--- src/design/rpd_pkg.sv ---
// Shared constants, codes, helper functions and control structs of the deframer.
// No dependencies; every other design module imports this package.
package rpd_pkg;

    localparam int STORE_DEPTH = 4096;
    localparam int AW          = $clog2(STORE_DEPTH);
    localparam int IN_W        = 24;
    localparam int OUT_W       = 32;
    localparam int REP_W       = 8;

    localparam logic [7:0] CH_DOLLAR = 8'h24;
    localparam logic [7:0] CH_RBRACE = 8'h7d;
    localparam logic [7:0] CH_STAR   = 8'h2a;
    localparam logic [7:0] CH_HASH   = 8'h23;
    localparam logic [7:0] CH_SPACE  = 8'h20;
    localparam logic [7:0] ESC_MASK  = 8'h20;
    localparam logic [7:0] REP_BIAS  = 8'd3;

    localparam logic [2:0] MODE_IDLE    = 3'd0;
    localparam logic [2:0] MODE_PAYLOAD = 3'd1;
    localparam logic [2:0] MODE_ESCAPE  = 3'd2;
    localparam logic [2:0] MODE_REPEAT  = 3'd3;
    localparam logic [2:0] MODE_SUM_HI  = 3'd4;
    localparam logic [2:0] MODE_SUM_LO  = 3'd5;

    localparam logic [3:0] EV_NONE      = 4'd0;
    localparam logic [3:0] EV_START     = 4'd1;
    localparam logic [3:0] EV_STORED    = 4'd2;
    localparam logic [3:0] EV_OVERRUN   = 4'd3;
    localparam logic [3:0] EV_BAD_RLE   = 4'd4;
    localparam logic [3:0] EV_BAD_DIGIT = 4'd5;
    localparam logic [3:0] EV_BAD_SUM   = 4'd6;
    localparam logic [3:0] EV_ACCEPTED  = 4'd7;
    localparam logic [3:0] EV_GARBAGE   = 4'd8;

    localparam logic [1:0] REPLY_NONE = 2'd0;
    localparam logic [1:0] REPLY_ACK  = 2'd1;
    localparam logic [1:0] REPLY_NAK  = 2'd2;

    typedef struct packed {
        logic accept;     // input transfer completes this cycle
        logic load_read;  // store read data is ready for the result
        logic latch_rep;  // capture the byte to be repeated
        logic fill_wr;    // write one repeated byte
    } dp_cmd_t;

    typedef struct packed {
        logic is_read;    // offered item is a store read
        logic rpt_start;  // offered item starts a run-length fill
        logic fill_last;  // the current fill write is the last one
        logic out_free;   // result register can take a new result
    } dp_status_t;

    function automatic logic hex_ok(input logic [7:0] c);
        return (c inside {[8'h30:8'h39], [8'h41:8'h46], [8'h61:8'h66]});
    endfunction

    function automatic logic [3:0] hex_val(input logic [7:0] c);
        logic [7:0] v;
        v = 8'd0;
        if (c inside {[8'h30:8'h39]})
            v = c - 8'h30;
        else if (c inside {[8'h41:8'h46]})
            v = c - 8'h37;
        else if (c inside {[8'h61:8'h66]})
            v = c - 8'h57;
        return v[3:0];
    endfunction

endpackage

--- src/design/rpd_ctrl.sv ---
// Sequencer of the deframer: input handshake, store read wait and run-length fill.
// Depends on rpd_pkg; drives the datapath through dp_cmd_t.
module rpd_ctrl (
    input  logic                clk,
    input  logic                rst_n,
    input  logic                s_tvalid,
    output logic                s_tready,
    input  rpd_pkg::dp_status_t status,
    output rpd_pkg::dp_cmd_t    cmd
);
    import rpd_pkg::*;

    typedef enum logic [3:0] {
        ST_ACCEPT   = 4'b0001,
        ST_READ     = 4'b0010,
        ST_RPT_LOAD = 4'b0100,
        ST_FILL     = 4'b1000
    } ctl_state_t;

    ctl_state_t state_reg, state_next;

    assign s_tready = (state_reg == ST_ACCEPT) && status.out_free;

    always_comb
    begin
        state_next    = state_reg;
        cmd.accept    = 1'b0;
        cmd.load_read = 1'b0;
        cmd.latch_rep = 1'b0;
        cmd.fill_wr   = 1'b0;
        case (state_reg)
            ST_ACCEPT:
            begin
                cmd.accept = s_tvalid && s_tready;
                if (cmd.accept && status.is_read)
                    state_next = ST_READ;
                else if (cmd.accept && status.rpt_start)
                    state_next = ST_RPT_LOAD;
            end
            ST_READ:
            begin
                cmd.load_read = 1'b1;
                state_next    = ST_ACCEPT;
            end
            ST_RPT_LOAD:
            begin
                cmd.latch_rep = 1'b1;
                state_next    = ST_FILL;
            end
            ST_FILL:
            begin
                cmd.fill_wr = 1'b1;
                if (status.fill_last)
                    state_next = ST_ACCEPT;
            end
            default:
            begin
                state_next = ST_ACCEPT;
            end
        endcase
    end

    always_ff @(posedge clk or negedge rst_n)
    begin
        if (!rst_n)
            state_reg <= ST_ACCEPT;
        else
            state_reg <= state_next;
    end

endmodule

--- config.mk ---
export PLATFORM = sky130hd
export DESIGN_NAME = rpd_ctrl
export DESIGN_NICKNAME = d
export VERILOG_FILES = /design/src/design/rpd_pkg.sv /design/src/design/rpd_ctrl.sv
export SDC_FILE = /design/constraint.sdc
export NUM_CORES = 1
export LEC_CHECK = 0
export BUFFER_PORTS_ARGS = -buffer_cell sky130_fd_sc_hd__clkbuf_2
export CORE_AREA = 2 2 39 41
export CTS_CLUSTER_DIAMETER = 50
export DETAILED_ROUTE_END_ITERATION = 8
export DIE_AREA = 0 0 41 43
export PLACE_DENSITY_LB_ADDON = 0.1
export SYNTH_ARGS = -nofsm -noshare
export SYNTH_HDL_FRONTEND = slang
export SYNTH_SLANG_ARGS = --single-unit
--- constraint.sdc ---
create_clock -name clk -period 1.5 [get_ports clk]
set_input_delay 0.15 -clock clk [delete_from_list [all_inputs] [get_ports clk]]
set_output_delay 0.15 -clock clk [all_outputs]
set_load 0.02 [all_outputs]
==> impl_metrics.toml, run 1 <==
[cts]
cts-root-buf = "clkbuf_4"
clk_latency_ns = 0.23
cts_buffer_depth = 2
cts_htree_levels = 1
cts.sinks = 4
tritoncts = "built"
path_clk_slew_ns = 0.03
numCtsBuffers = 3

[yosys]
yosysTopAreaCellShare_pct = 37.04
syn_inst = 18
synthTopCellsByArea = "dfrtp_1 (37%), dfstp_2 (13%), nor4b_1 (8.6%)"
synth_edf_count = 0
synth_top_cell_by_area = "dfrtp_1"
synth.cell_area_sq_um = 202.7
ys_seq_elements = 4
yosysUniqueCellTypes = 15
ys_seq_area_share_pct = 50.00
synthFlopType = "dfrtp_1"
synth_common_cells = "dfrtp_1 (3), nor4b_1 (2)"
ys_warn_count = 0
async_flop_share_pct = 100.0
yosysMostFrequentCell = "dfrtp_1"
syn-num-nets = 25
avgSynthCellArea_sq_um = 11.26

[die]
die_h_microns = 43
chipWidth_microns = 41
num_rows = 14
core_sq_mm = 0.001384
die-area_sq_mm = 0.001763
ios = 12
initial_core_util_pct = 14.65

[drt]
dr.first_iter.drc_count = 0
vias = 196
drc = 0
drtAntennaViolNets = 0
wire_per_inst_microns = 8.647
drt-total-wl_microns = 441
first_pass_iters = 1
routed_via_density = 3.843

[setup_path]
crit_type = "reg2out"
arrival_ns = 1.27
crit_slowest_cell = "dfstp_2"
start_kind = "flop"
required_ns = 1.35
ff2ff_path_depth = 3
slowest_delay_ns = 0.52
critPathCaptureType = "output port"
path_max_fanout = 4
path_cells = "nor2b_2 > and4_4 > buf_4"

[timing]
slew_viol_final = 0
whs_ns = 0.1540
setup_violations = 0
finalSetupTns_ns = 0
finalCritPeriodShare_pct = 94.98
period_needed_ns = 1.425
finClkSkew_ns = 0.004653
setup_ws_ns = 0.07537
rsz0062_at_grt = "no"
max_freq_mhz = 701.9
hold_violations = 0
slew_headroom_pct = 82.23
worstMarginPinSlew_ns = 0.2629

[min_path]
hold_class = "in2reg"
hold_depth = 3

[pwr]
powerDensity_mw_per_mm2 = 918.6
finalPower_uw = 302.3
leakage_uw = 0.0001559
ir_drop_mv = 0.2645

[placement]
pre_cts_ws_ns = 0.1888
globalplace.congestion = 0.5878
dpl.cell_count = 45
io_buffers = 11

[run_status]
outcome = "finished, final reports clean"

[cells_and_area]
n_antenna_cell = 0
drive_gt1_share_pct = 57.14
num-nets-final = 43
largest_register_ffs = 4
area_growth_syn_to_layout_pct = 62.35
num-fill-cells = 163
instances_no_fill = 51

[grt]
antenna_found_initial = 0
grt.total_usage_pct = 6.237
grt_pass1_vias = 202
grt_pass1_wl_microns = 717
grt-ovfl-total = 0
grt_max_degree = 6

[flow_run]
max-cap-violations = 0
[stage by stage]
step                utilization (%)  area, sq um
floorplan                         -        202.7
global placement              20.07        277.8
detailed placement            20.07        277.8
CTS                           23.78        329.1
global route                  23.78        329.1
finish                        23.78        329.1
[final cells by class]
| type | count | area, sq um | share of cell area (%) |
|---|---|---|---|
| multi-input combinational | 14 | 106.4 | 32.32 |
| sequential | 4 | 101.3 | 30.80 |
| timing repair buffer | 13 | 75.07 | 22.81 |
| clock buffer | 4 | 26.28 | 7.985 |
| tap | 16 | 20.02 | 6.084 |
[report_power, final]
part           internal [uW]  leakage (uW)  switching [uW]  total, uW
combinational           22.8     0.0000890            20.3       43.1
clock                   99.7     0.0000150            42.4        142
sequential               114     0.0000519            3.50        117
[repair_timing]
action                                  in CTS  in global routing
hold endpoints to repair                     4                  0
endpoints found under the setup margin       1                  1
setup buffers                                1                  0
resized for setup                            3                  1
hold buffers                                 1                  0
[cells in the final DEF, fill, tap and decap left out, types with 2 or more instances in the layout]
cell	Yosys	final
clkbuf_2	0	10
clkbuf_4	0	3
dfrtp_1	3	3
nor4b_1	2	2
buf_4	0	2
[worst max-delay path, delay by kind of cell, from the launching register on]
kind | cells | cell delay, ns
buf+inv | 1 | 0.14
simple gates | 2 | 0.39
flops | 1 | 0.52
[routing by layer]
metal	GRT usage, %	wire, microns	up-vias
li1	-	-	102
met2	8.750	218	8
met4	6.000	0	0
met5	0	0	-
met1	7.120	180	86
met3	1.571	43	0
[final timing paths]
kind	start	to	slack, ns
worst max-delay path	state_reg[0]	cmd[3]	0.08
min in group asynchronous	rst_n	state_reg[3]	0.25
worst min register to register	state_reg[1]	state_reg[3]	0.53
worst min-delay path	status[2]	state_reg[0]	0.15
max in group asynchronous	rst_n	state_reg[0]	1.04
worst max register to register	state_reg[2]	state_reg[0]	0.29
[cell families after synthesis]
family	count (synthesis)	share of synthesized area, %
AND/OR/NAND/NOR	12	41.37
flip-flops	4	50.00
AO/OA/AOI/OAI	2	8.639
No activity file was read; power rests on OpenSTA's default activity.
==> inputs of run 2 (changes only) <==
--- a/config.mk
+++ b/config.mk
@@ -5,6 +5,7 @@
 export SDC_FILE = /design/constraint.sdc
 export NUM_CORES = 1
 export LEC_CHECK = 0
+export ABC_AREA = 1
 export BUFFER_PORTS_ARGS = -buffer_cell sky130_fd_sc_hd__clkbuf_2
 export CORE_AREA = 2 2 39 41
 export CTS_CLUSTER_DIAMETER = 50
==> run 2 against run 1 <==
  * Utilization increased by 6.7 points
  * Register-to-register slack hardly changed
  * Setup slack worse by 0.036 ns
  * Die area unchanged
  * Non-clock buffer count is 2 higher
  * Synthesized cell count increased by 94%
  * Combinational power increased to 7.3 times the previous value
  * Clock-buffer cell count unchanged
  * Sequential power increased by 30%
  * Critical path type unchanged
==> impl_metrics.toml, run 2 <==
[cells_and_area]
multi_input_area_sq_um = 137.6
seq_area_sq_um = 101.3
area_growth_syn_to_layout_pct = 62.02
drive_gt1_share_pct = 51.85
n_antenna_cell = 0
layout_common_cells = "clkbuf_2 (9), inv_1 (7), nand2_1 (5)"
fin_util_pct = 30.47
num-fill-cells = 157
final_common_cell = "clkbuf_2"
largest_register_ffs = 4
num-nets-final = 62

[setup_path]
arrival_ns = 1.31
worstReg2RegStart = "state_reg[0]"
required_ns = 1.35
slowest_delay_ns = 0.52
path_max_fanout = 2
crit_type = "reg2out"
critPathCaptureType = "output port"
cp-startpoint = "state_reg[0]"
start_kind = "flop"
crit_slowest_cell = "dfstp_2"
path_cells = "nand2_2 > nor2_4 > inv_2 > nor2_4 > nand2_1 > inv_1 > clkbuf_8"
crit_top_cell = "nor2_4"

[yosys]
synthFlopType = "dfrtp_1"
synth_top_cell_by_area = "dfrtp_1"
async_flop_share_pct = 100.0
avgSynthCellArea_sq_um = 7.436
ys_seq_elements = 4
yosysMostFrequentCell = "inv_1"
yosysUniqueCellTypes = 14
syn_inst = 35
ys_warn_count = 0
synthTopCellsByArea = "dfrtp_1 (29%), inv_1 (12%), dfstp_2 (10%)"
ys_seq_area_share_pct = 38.94
synth_common_cells = "inv_1 (8), nand2_1 (5), dfrtp_1 (3), nand2_2 (3), nor2_1 (3)"
yosysTopAreaCellShare_pct = 28.85
synth_edf_count = 0
synth.cell_area_sq_um = 260.3
syn-num-nets = 42

[min_path]
hold_class = "in2reg"
min_from = "status[3]"

[grt]
grt.total_usage_pct = 8.367
grt_max_degree = 5
grt_pass1_wl_microns = 910
grt-ovfl-total = 0
grt_pass1_vias = 237
antenna_found_initial = 0

[die]
core_sq_mm = 0.001384
die_h_microns = 43
ios = 12
chipWidth_microns = 41
initial_core_util_pct = 18.81
die-area_sq_mm = 0.001763
num_rows = 14

[cts]
path_clk_slew_ns = 0.03
clk_latency_ns = 0.24
cts_htree_levels = 1
cts-root-buf = "clkbuf_4"
cts_buffer_depth = 2
numCtsBuffers = 3
cts.sinks = 4
tritoncts = "built"

[pwr]
powerDensity_mw_per_mm2 = 1449
finalPower_uw = 610.9
switching_share_pct = 38.17
ir_drop_mv = 0.4784
p_switching_uw = 233.2
seq_power_share_pct = 24.9
clkPwrFrac_pct = 23.7
leakage_uw = 0.0002389
internal_power_uw = 377.7
power_frac_comb_pct = 51.4

[timing]
worstMarginPinSlew_ns = 0.1693
slew_headroom_pct = 88.68
finClkSkew_ns = 0.007110
finalCritPeriodShare_pct = 97.36
setup_violations = 0
whs_ns = 0.1954
hold_violations = 0
rsz0062_at_grt = "yes"
slew_viol_final = 0
max_freq_mhz = 684.7
period_needed_ns = 1.460
finalSetupTns_ns = 0

[placement]
dpl.hpwl_microns = 457.3
io_buffers = 11
globalplace.congestion = 0.6996

[drt]
vias = 271
drtAntennaViolNets = 0
wire_per_inst_microns = 8.214
first_pass_iters = 1
routed_via_density = 3.871
drc = 0
drt-total-wl_microns = 575
dr.first_iter.drc_count = 0

[flow_run]
max-cap-violations = 0

[run_status]
outcome = "finished, final reports clean"
run 2: power groups by stage:
stage	clock network, uW	logic [uW]	registers, uW
floorplan	0	190	154
global placement	0	239	156
detailed placement	0	238	157
CTS	151	299	151
global route	153	355	154
finish	145	314	152
run 2: final timing paths:
| check | cells after the start | slack, ns | end |
|---|---|---|---|
| worst max-delay path | 7 | 0.04 | cmd[3] |
| worst min-delay path | 3 | 0.20 | state_reg[1] |
| worst max register to register | 7 | 0.28 | state_reg[0] |
| worst min register to register | 3 | 0.60 | state_reg[3] |
| max in group asynchronous | 2 | 1.03 | state_reg[0] |
| min in group asynchronous | 2 | 0.25 | state_reg[2] |
run 2: through the flow:
stage / instance area [sq um] / std cells / worst slack (ns)
finish: 421.7 / 70 / 0.03960
global route: 421.7 / 70 / -0.02907
CTS: 402.9 / 70 / 0.002148
detailed placement: 335.3 / 62 / 0.1491
global placement: 335.3 / 62 / 0.1673
floorplan: 260.3 / 35 / 0.1017
run 2: layout make-up:
type	instances	area share, %
Timing Repair Buffer	15	23.44
Sequential cell	4	24.04
Clock buffer	4	6.231
Tap cell	16	4.748
Inverter	10	8.902
Multi-Input combinational cell	21	32.64
run 2: metal layers:
metal	share of wire [%]	wire, microns	track usage [%]
met5	0	0	0
met4	0	0	10.00
met3	8.7	50	3.141
met2	57	328	10.63
met1	34	197	9.121
run 2: cell families after synthesis:
group,synth area share (%)
buffers and inverters,14.42
DFF,38.94
and+or+nand+nor,46.64
run 2: what timing repair did:
item	4_1_cts	5_1_grt
pin swaps	2	3
endpoints found under the setup margin	2	2
endpoints found under the hold margin	4	0
cloned	0	0
hold buffers	1	0
resized for setup	3	5
setup buffers	3	0
run 2: critical path, delay by kind of cell (launching register included):
family                 cells  cell delay, ns
buffers and inverters      3            0.25
flip-flops                 1            0.52
AND/OR/NAND/NOR            4            0.31
==> inputs of run 3 (changes only) <==
--- a/config.mk
+++ b/config.mk
@@ -9,6 +9,7 @@
 export BUFFER_PORTS_ARGS = -buffer_cell sky130_fd_sc_hd__clkbuf_2
 export CORE_AREA = 2 2 39 41
 export CTS_CLUSTER_DIAMETER = 50
+export CTS_CLUSTER_SIZE = 28
 export DETAILED_ROUTE_END_ITERATION = 8
 export DIE_AREA = 0 0 41 43
 export PLACE_DENSITY_LB_ADDON = 0.1
==> constraint.sdc (replaced) <==
create_clock -name clk -period 1.3 [get_ports clk]
set_input_delay 0.13 -clock clk [delete_from_list [all_inputs] [get_ports clk]]
set_output_delay 0.13 -clock clk [all_outputs]
set_load 0.02 [all_outputs]
==> run 3 against run 2 <==
  * The run now ends with setup timing left
  * Sequential cell count unchanged
  * Global-route usage grew 1.2 points
  * Combinational power up 18%
  * Critical endpoint unchanged
==> impl_metrics.toml, run 3 (synthesis gave the netlist of run 2 again) <==
[pwr]
switching_share_pct = 39.17
leakage_uw = 0.0002492
ir_drop_mv = 0.5740
p_switching_uw = 283.0
powerDensity_mw_per_mm2 = 1622
internal_power_uw = 439.5
seq_power_share_pct = 25.6
clkPwrFrac_pct = 23.0
power_frac_comb_pct = 51.4

[die]
die-area_sq_mm = 0.001763
num_rows = 14
die_h_microns = 43
core_sq_mm = 0.001384
ios = 12
chipWidth_microns = 41
initial_core_util_pct = 18.81

[timing]
slew_headroom_pct = 89.16
max_freq_mhz = 694.9
hold_violations = 0
finalSetupTns_ns = -0.2284
rsz0062_at_grt = "yes"
slew_viol_final = 0
finalCritPeriodShare_pct = 110.7
worstMarginPinSlew_ns = 0.1621
setup_ws_ns = -0.1390
period_needed_ns = 1.439
setup_violations = 3
finClkSkew_ns = 0.008570

[setup_path]
start_kind = "flop"
critPathCaptureType = "output port"
arrival_ns = 1.31
required_ns = 1.17
crit_type = "reg2out"
path_max_fanout = 3

[run_status]
violations = "setup timing"
outcome = "finished, violations left"

[drt]
drc = 0
drtAntennaViolNets = 0
drt-total-wl_microns = 599
first_pass_iters = 3
wire_per_inst_microns = 8.319
vias = 290
dr.first_iter.drc_count = 5
routed_via_density = 4.028

[cells_and_area]
fin_util_pct = 32.19
area_growth_syn_to_layout_pct = 71.15
num-nets-final = 64
drive_gt1_share_pct = 58.93
fin_area_sq_um = 445.4
largest_register_ffs = 4
layout_common_cells = "clkbuf_2 (6), inv_2 (5), inv_1 (5), nand2_1 (5), buf_4 (5)"
final_common_cell = "clkbuf_2"
n_antenna_cell = 0

[grt]
antenna_found_initial = 0
grt_pass1_vias = 282
grt_max_degree = 5
grt.total_usage_pct = 9.567
grt-ovfl-total = 0
grt_pass1_wl_microns = 1062

[cts]
cts_buffer_depth = 2
cts_htree_levels = 1
cts-root-buf = "clkbuf_4"
clk_latency_ns = 0.23
tritoncts = "built"
cts.sinks = 4
numCtsBuffers = 3
path_clk_slew_ns = 0.03

[placement]
post_dp_cell_area_sq_um = 347.8
globalplace.congestion = 0.6870
dpl.hpwl_microns = 490
io_buffers = 11

[min_path]
hold_class = "in2reg"

[flow_run]
max-cap-violations = 0
## run 3: cell types whose count changed in the layout (fill, tap and decap cells not counted), sizes merged
cell | before | now
clkbuf | 14 | 13
buf | 4 | 7
## run 3: repair_timing
action                     in CTS  in global routing
setup endpoints to repair       4                  7
hold endpoints to repair        4                  0
pin swaps                       4                  2
gates cloned                    0                  0
resized for setup               9                  2
setup buffers                   3                  2
hold buffers                    1                  0
## run 3: worst max-delay path, stage by stage, from the launching register on
cell and delay (ns):
dfstp_2 0.55, nand2_2 0.06, nor2_4 0.09, inv_2 0.06, nor2_4 0.08, nand2_1 0.06
inv_2 0.05, clkbuf_8 0.13
## run 3: power groups by stage
stage	Combinational [uW]	Sequential [uW]	Clock [uW]
finish	372	185	166
global route	428	189	183
floorplan	230	178	0
CTS	396	185	174
detailed placement	316	186	0
global placement	314	186	0
## run 3: path summary, 6_finish.rpt
path	startpoint	endpoint	slack, ns	cells past startpoint
min in group asynchronous	rst_n	state_reg[3]	0.23	2
worst min-delay path	status[3]	state_reg[1]	0.18	3
worst max register to register	state_reg[0]	state_reg[0]	0.06	7
worst max-delay path	state_reg[0]	cmd[3]	-0.14	7
worst min register to register	state_reg[1]	state_reg[3]	0.61	3
max in group asynchronous	rst_n	state_reg[0]	0.86	2
## run 3: per-stage QoR
stage	setup WS, ns	total power, uW	cells	hold WS [ns]
final	-0.1390	722.5	72	0.1782
after global routing	-0.2335	799.4	72	0.1970
after CTS	-0.1638	755.6	71	0.1746
after detailed placement	0.005637	502.1	63	-0.06261
after global placement	0.01901	500.2	63	-0.06412
after floorplan	0.01548	408.2	35	-0.1656
## run 3: per-layer routing
metal,up-vias,GRT usage [%],routed length (microns)
li1,148,-,-
met3,0,4.712,36
met5,-,0,0
met2,12,12.81,312
met1,130,10.71,249
met4,0,8.000,0
## run 3: layout make-up
type / instances / area [sq um]
multi-input cells: 21 / 137.6
repair buffers: 17 / 122.6
well taps: 16 / 20.02
clock buffers: 4 / 26.28
inverters: 10 / 37.54
fillers: 149 / 938.4
flip-flops and latches: 4 / 101.3
